**config.mk**
```make
export PLATFORM = sky130hd
export DESIGN_NAME = cps_ctrl
export DESIGN_NICKNAME = d
export VERILOG_FILES = /design/src/rtl/core/cps_pkg.sv /design/src/rtl/core/cps_ctrl.sv
export SDC_FILE = /design/constraint.sdc
export NUM_CORES = 1
export LEC_CHECK = 0
export BUFFER_PORTS_ARGS = -buffer_cell sky130_fd_sc_hd__buf_2
export CORE_AREA = 2 2 39 41
export CTS_CLUSTER_DIAMETER = 60
export DETAILED_ROUTE_END_ITERATION = 8
export DIE_AREA = 0 0 41 43
export GPL_TIMING_DRIVEN = 0
export PLACE_DENSITY = 0.43
export SYNTH_ARGS = -nofsm -noshare
export SYNTH_HDL_FRONTEND = slang
export SYNTH_SLANG_ARGS = --single-unit
export TNS_END_PERCENT = 1
```
**constraint.sdc**
```tcl
create_clock -name i_clk -period 2.9 [get_ports i_clk]
set_input_delay 0.58 -clock i_clk [delete_from_list [all_inputs] [get_ports i_clk]]
set_output_delay 0.58 -clock i_clk [all_outputs]
set_load 0.1 [all_outputs]
```
**src/rtl/core/cps_pkg.sv**
```systemverilog
// Shared constants, codes and item types of the CIGAR pileup scorer.
package cps_pkg;

    localparam int MAX_REF_LEN = 65536;
    localparam int NUM_REFS    = 4;
    localparam int POS_W       = $clog2(MAX_REF_LEN);
    localparam int SLOT_W      = $clog2(NUM_REFS);
    localparam int ADDR_W      = SLOT_W + POS_W;
    localparam int DEPTH       = NUM_REFS * MAX_REF_LEN;
    localparam int LEN_W       = POS_W + 1;
    localparam int RUN_W       = 16;
    localparam int CUR_W       = 18;
    localparam int WT_W        = 8;
    localparam int CFG_IDX_W   = 2;

    localparam logic [LEN_W-1:0] LEN_MAX = LEN_W'(MAX_REF_LEN);
    localparam logic [RUN_W-1:0] RUN_MAX = '1;
    localparam logic [CUR_W-1:0] CUR_MAX = '1;

    localparam logic [CFG_IDX_W-1:0] CFG_MATCH    = 2'd0;
    localparam logic [CFG_IDX_W-1:0] CFG_MISMATCH = 2'd1;
    localparam logic [CFG_IDX_W-1:0] CFG_GAP_OPEN = 2'd2;
    localparam logic [CFG_IDX_W-1:0] CFG_GAP_EXT  = 2'd3;

    localparam logic [7:0] CH_0  = 8'h30;
    localparam logic [7:0] CH_9  = 8'h39;
    localparam logic [7:0] CH_M  = 8'h4D;
    localparam logic [7:0] CH_EQ = 8'h3D;
    localparam logic [7:0] CH_D  = 8'h44;
    localparam logic [7:0] CH_N  = 8'h4E;
    localparam logic [7:0] CH_X  = 8'h58;
    localparam logic [7:0] CH_I  = 8'h49;

    localparam logic KIND_SCORE = 1'b0;
    localparam logic KIND_ENTRY = 1'b1;

    typedef enum logic [1:0] {
        FUNC_CHAR = 2'd0,
        FUNC_READ = 2'd1,
        FUNC_LEN  = 2'd2,
        FUNC_NONE = 2'd3
    } t_func;

    typedef struct packed {
        t_func             func;
        logic [7:0]        ch;
        logic [SLOT_W-1:0] ref_slot;
        logic [16:0]       position;
        logic              first_char;
        logic              last_char;
    } t_in_item;

    typedef struct packed {
        logic               kind;
        logic signed [31:0] align_score;
        logic signed [31:0] entry_score;
        logic [31:0]        entry_coverage;
    } t_out_item;

    typedef struct packed {
        logic take_item;
        logic exec;
        logic run_step;
        logic clear;
        logic emit;
    } t_cmd;

    typedef struct packed {
        logic  clear_last;
        logic  cover_end;
        t_func func;
        logic  last_char;
        logic  cover_op;
        logic  out_free;
    } t_stat;

endpackage

```
**src/rtl/core/cps_ctrl.sv**
```systemverilog
// Controller state machine of the CIGAR pileup scorer.
module cps_ctrl (
    input  logic          i_clk,
    input  logic          i_rst_n,
    input  logic          i_in_valid,
    output logic          o_in_ready,
    input  cps_pkg::t_stat i_stat,
    output cps_pkg::t_cmd  o_cmd
);

    typedef enum logic [2:0] {
        S_CLEAR,
        S_IDLE,
        S_EXEC,
        S_COVER,
        S_EMIT
    } t_state;

    t_state r_state;

    assign o_in_ready      = (r_state == S_IDLE);
    assign o_cmd.take_item = (r_state == S_IDLE) && i_in_valid;
    assign o_cmd.exec      = (r_state == S_EXEC);
    assign o_cmd.run_step  = (r_state == S_COVER);
    assign o_cmd.clear     = (r_state == S_CLEAR);
    assign o_cmd.emit      = (r_state == S_EMIT);

    always_ff @(posedge i_clk) begin
        if (!i_rst_n) begin
            r_state <= S_CLEAR;
        end else begin
            unique case (r_state)
                S_CLEAR: begin
                    if (i_stat.clear_last) begin
                        r_state <= S_IDLE;
                    end
                end
                S_IDLE: begin
                    if (i_in_valid) begin
                        r_state <= S_EXEC;
                    end
                end
                S_EXEC: begin
                    unique case (i_stat.func)
                        cps_pkg::FUNC_CHAR: begin
                            if (i_stat.cover_op) begin
                                r_state <= S_COVER;
                            end else if (i_stat.last_char) begin
                                r_state <= S_EMIT;
                            end else begin
                                r_state <= S_IDLE;
                            end
                        end
                        cps_pkg::FUNC_READ: begin
                            r_state <= S_EMIT;
                        end
                        cps_pkg::FUNC_LEN,
                        cps_pkg::FUNC_NONE: begin
                            r_state <= S_IDLE;
                        end
                    endcase
                end
                S_COVER: begin
                    if (i_stat.cover_end) begin
                        r_state <= i_stat.last_char ? S_EMIT : S_IDLE;
                    end
                end
                S_EMIT: begin
                    if (i_stat.out_free) begin
                        r_state <= S_IDLE;
                    end
                end
                default: begin
                    r_state <= S_IDLE;
                end
            endcase
        end
    end

`ifndef ASSERT_OFF
    a_take_goes_exec: assert property (@(posedge i_clk) disable iff (!i_rst_n)
        (r_state == S_IDLE && i_in_valid) |=> (r_state == S_EXEC))
        else $error("accepted item did not enter execution");
    a_emit_leaves: assert property (@(posedge i_clk) disable iff (!i_rst_n)
        (r_state == S_EMIT && i_stat.out_free) |=> (r_state == S_IDLE))
        else $error("emit did not complete with a free output register");
`endif

endmodule

```
After elaboration in Yosys (flattened, before gate mapping)

Cells that the tools add are included.
Widths: inputs -> output; s select.

Flip-flop bits (word level): 3
Latch bits: 0
Memory bits (writable): 0
Memory bits (read-only): 0
Input bits: 10
Output and inout port bits: 6
Logic and storage cells: 25
Memories: 0

Add/sub/neg operators: 0
Multipliers: 0
Divide/modulo/power cells: 0
Magnitude comparators: 0
Equality and inequality tests: 11
Shift operators: 0
Mux-type cells: 8
Bitwise gates (word level): 0
Reduce and logical (&&, ||, !) cells: 5

Operator list:

| kind               | count |
|---|---|
| $mux 3             | 6 |
| $pmux 3 s5         | 1 |
| $pmux 3 s3         | 1 |
| $ne 2x2->1 const B | 4 |
| $eq 3x2->1 const B | 2 |
| $eq 2x2->1 const B | 2 |
| $reduce_and 4->1   | 1 |
| $eq 3x1->1 const B | 1 |
| $eq 3x3->1 const B | 1 |
| $logic_not 3->1    | 1 |
| $eq 2x1->1 const B | 1 |
| $logic_not 2->1    | 1 |
| $reduce_or 2->1    | 1 |
| $logic_and 1x1->1  | 1 |

Logic depth before layout (Yosys ltp)

Depth after elaboration: 4
Gate-level depth with buffers: 5
Depth with buffers taken out: 4

Worst setup path after synthesis

No wires, ideal clock.

Kind: reg-to-output
Start point: reg r_state[1]
End point: out o_cmd[1] in the netlist's numbering
Data arrival time: 2489 ps
Required time: 2320 ps
Setup slack: -169 ps
Stages on the path, launching flop included: 3
Path buffers: 1
Path through: dfxtp_1 buf_2 nor3_1

RTL lines:

| element                | line           | text |
|---|---|---|
| from (decl)            | cps_ctrl.sv:19 | `t_state r_state;` |
| from (signal assigned) | cps_ctrl.sv:65 | `r_state <= i_stat.last_char ? S_EMIT : S_IDLE;` |
| to (decl)              | cps_ctrl.sv:8  | `output cps_pkg::t_cmd o_cmd` |

==> impl_metrics.env <==
export IMPL_layout_min_cycle_time_ns=2.25
export IMPL_viasPerCell=4.43
export IMPL_p_total_w=0.000196
export IMPL_synth_area_um2=282
export IMPL_top_register="r_state"
export IMPL_routed_via_count=310
export IMPL_antenna_found_initial=0
export IMPL_coreArea_mm2=0.00138
export IMPL_place_gp_congestion=0.635
export IMPL_hold_path_startpoint="i_rst_n"
export IMPL_timing_hold_ws_ns=0.596
export IMPL_post_cts_resized=0
export IMPL_layout_common_cells="buf_2 (16), nand2_1 (4), a21oi_1 (3), clkbuf_4 (3), dfxtp_1 (3)"
export IMPL_power_leakage_nw=0.195
export IMPL_worstPathRequired_ns=2.32
export IMPL_cts_tree="yes"
export IMPL_period_share_pct=77.6
export IMPL_rr_endpoint="r_state[2]"
export IMPL_dpl_cell_area_um2=382
export IMPL_finalHoldViolCount=0
export IMPL_cts_root_buf="clkbuf_4"
export IMPL_fp_dieH_um=43
export IMPL_n_fill_cell=162
export IMPL_synth_edf_count=0
export IMPL_cts_buffers=3
export IMPL_drtAntennaViolNets=0
export IMPL_synthesis_nets=45
export IMPL_cts_buffer_depth=2
export IMPL_crit_chain="nor2b_2 -> nor3b_2 -> buf_2"
export IMPL_synth_cell_types=22
export IMPL_cp_slowest_cell="dfxtp_1"
export IMPL_crit_arrival_ns=1.67
export IMPL_grtUsageTotal_pct=8.83
export IMPL_clk_pin_slew_ns=0.04
export IMPL_post_cts_buffers=0
export IMPL_fin_setup_tns_ns=0
export IMPL_setup_violations=0
export IMPL_crit_type="reg -> out"
export IMPL_grt_ovfl_total=0
export IMPL_layout_commonest_cell="buf_2"
export IMPL_ys_warn_count=0
export IMPL_r2r_cells=5
export IMPL_clock_sinks=3
export IMPL_synthCells=35
export IMPL_critPathLaunchType="flip-flop"
export IMPL_maxSlewViolCount=0
export IMPL_die_area_mm2=0.00176
export IMPL_whs_endpoint="r_state[1]"
export IMPL_grt_pass1_vias=241
export IMPL_max_cap_violations=0
export IMPL_max_stage_delay_ns=0.47
export IMPL_fin_skew_ns=0.00193
export IMPL_drt_pre_antenna_iters=5
export IMPL_grt_pass1_wl_um=979
export IMPL_vdd_ir_drop_max_v=0.000249
export IMPL_worst_pin_slew_ns=0.484
export IMPL_post_route_drc_count=0
export IMPL_boundaryPins=16
export IMPL_worstSetupEndpointType="output port"
export IMPL_fmax_mhz=444
export IMPL_rsz0062_at_grt="false"
export IMPL_top_regs="r_state x3"
export IMPL_seq_area_frac_synth_pct=21.3
export IMPL_path_max_fanout=6
export IMPL_dp_hpwl_um=542
export IMPL_diodes=0
export IMPL_drive_above_1_share_pct=48.1
export IMPL_whs_path_depth=2
export IMPL_final_nets=65
export IMPL_grt_start_max_net_pins=11
export IMPL_maxSlewHeadroom_pct=68.0
export IMPL_status="finished clean"
export IMPL_r2r_setup_slack_ns=1.64
export IMPL_ys_flop_type="dfxtp_1"
export IMPL_num_rows=14
export IMPL_synth_async_sr_flop_share_pct=0
export IMPL_start_util_pct=20.3
export IMPL_rr_startpoint="r_state[1]"
export IMPL_final_area_um2=408
export IMPL_drt_wirelength_per_cell_um=9.80
export IMPL_synth_seq_cells=3
export IMPL_drtIter0Drc=1
export IMPL_powerDensity_mw_per_mm2=481
export IMPL_die_w_um=41
export IMPL_port_buffers=15
export IMPL_htree_levels=1
export IMPL_hold_class="in -> reg"
export IMPL_drt_total_wl_um=686
export IMPL_largest_reg_flops=3
export IMPL_syn_mean_instance_area_um2=8.04
export IMPL_clock_latency_ns=0.23
export IMPL_holdBufCountCts=0
export IMPL_area_delta_synth_final_pct=44.9
[where the power goes]
part / leakage, nW / internal [W] / switching [W] / total, W
logic: 0.155 / 0.0000191 / 0.0000555 / 0.0000746
clock network: 0.0150 / 0.0000516 / 0.0000225 / 0.0000742
registers: 0.0246 / 0.0000437 / 0.00000357 / 0.0000473
[routing by layer]
metal / part of all wire (%) / vias to the layer above / track usage, % / wire, µm
li1: - / 161 / - / -
met1: 47 / 133 / 11.5 / 322
met2: 43 / 16 / 10.6 / 298
met3: 9.5 / 0 / 7.85 / 65
met4: 0 / 0 / 2.00 / 0
met5: 0 / - / 0 / 0
[through the flow]
step                utilization (%)  setup WS, ns  instances
floorplan                         -         0.301         35
global placement               27.6         0.883         66
detailed placement             27.6         0.902         66
CTS                            29.5         0.628         70
global route                   29.5         0.548         70
finish                         29.5         0.649         70
[cells in the mapped netlist, types with 2 or more instances]
| cell | count | area share, % |
|---|---|---|
| o21ai_0 | 2 | 3.6 |
| nand2_1 | 4 | 5.3 |
| mux2i_1 | 2 | 7.1 |
| dfxtp_1 | 3 | 21 |
| a21oi_1 | 3 | 5.3 |
| and2_1 | 2 | 4.4 |
| nor2_1 | 2 | 2.7 |
| inv_1 | 2 | 2.7 |
| nor2b_1 | 2 | 4.4 |
[critical path, delay by kind of cell (launching register included)]
kind	cells	cell delay (ns)
flip-flops	1	0.47
AND/OR/NAND/NOR	2	0.50
buffers and inverters	1	0.45
[cell type report]
type                       instances  area, µm²  area share, %
buffer                             2       16.3           3.99
clock buffer                       4       26.3           6.44
inverter                           3       11.3           2.76
multi-input combinational         27        199           48.8
sequential                         3       60.1           14.7
tap                               16       20.0           4.91
timing repair buffer              15       75.1           18.4
[kinds of logic after synthesis]
family                 count (synthesis)  share of synthesized area, %
AND/OR/NAND/NOR                       16                          37.3
flip-flops                             3                          21.3
buffers and inverters                  5                          9.78
multiplexers                           2                          7.11
AO/OA/AOI/OAI                          9                          24.4
[how the worst max path moves through the flow]
stage	start	endpoint	slack, ns	cells after the start
2_1_floorplan	r_state[0]	o_in_ready	0.30	2
3_3_place_gp	r_state[0]	o_cmd[4]	0.88	3
3_5_place_dp	r_state[0]	o_cmd[4]	0.90	3
4_1_cts	r_state[0]	o_cmd[4]	0.63	3
5_1_grt	r_state[0]	o_cmd[4]	0.55	3
6_report	r_state[0]	o_cmd[4]	0.65	3
No activity file was read; power rests on OpenSTA's default activity.
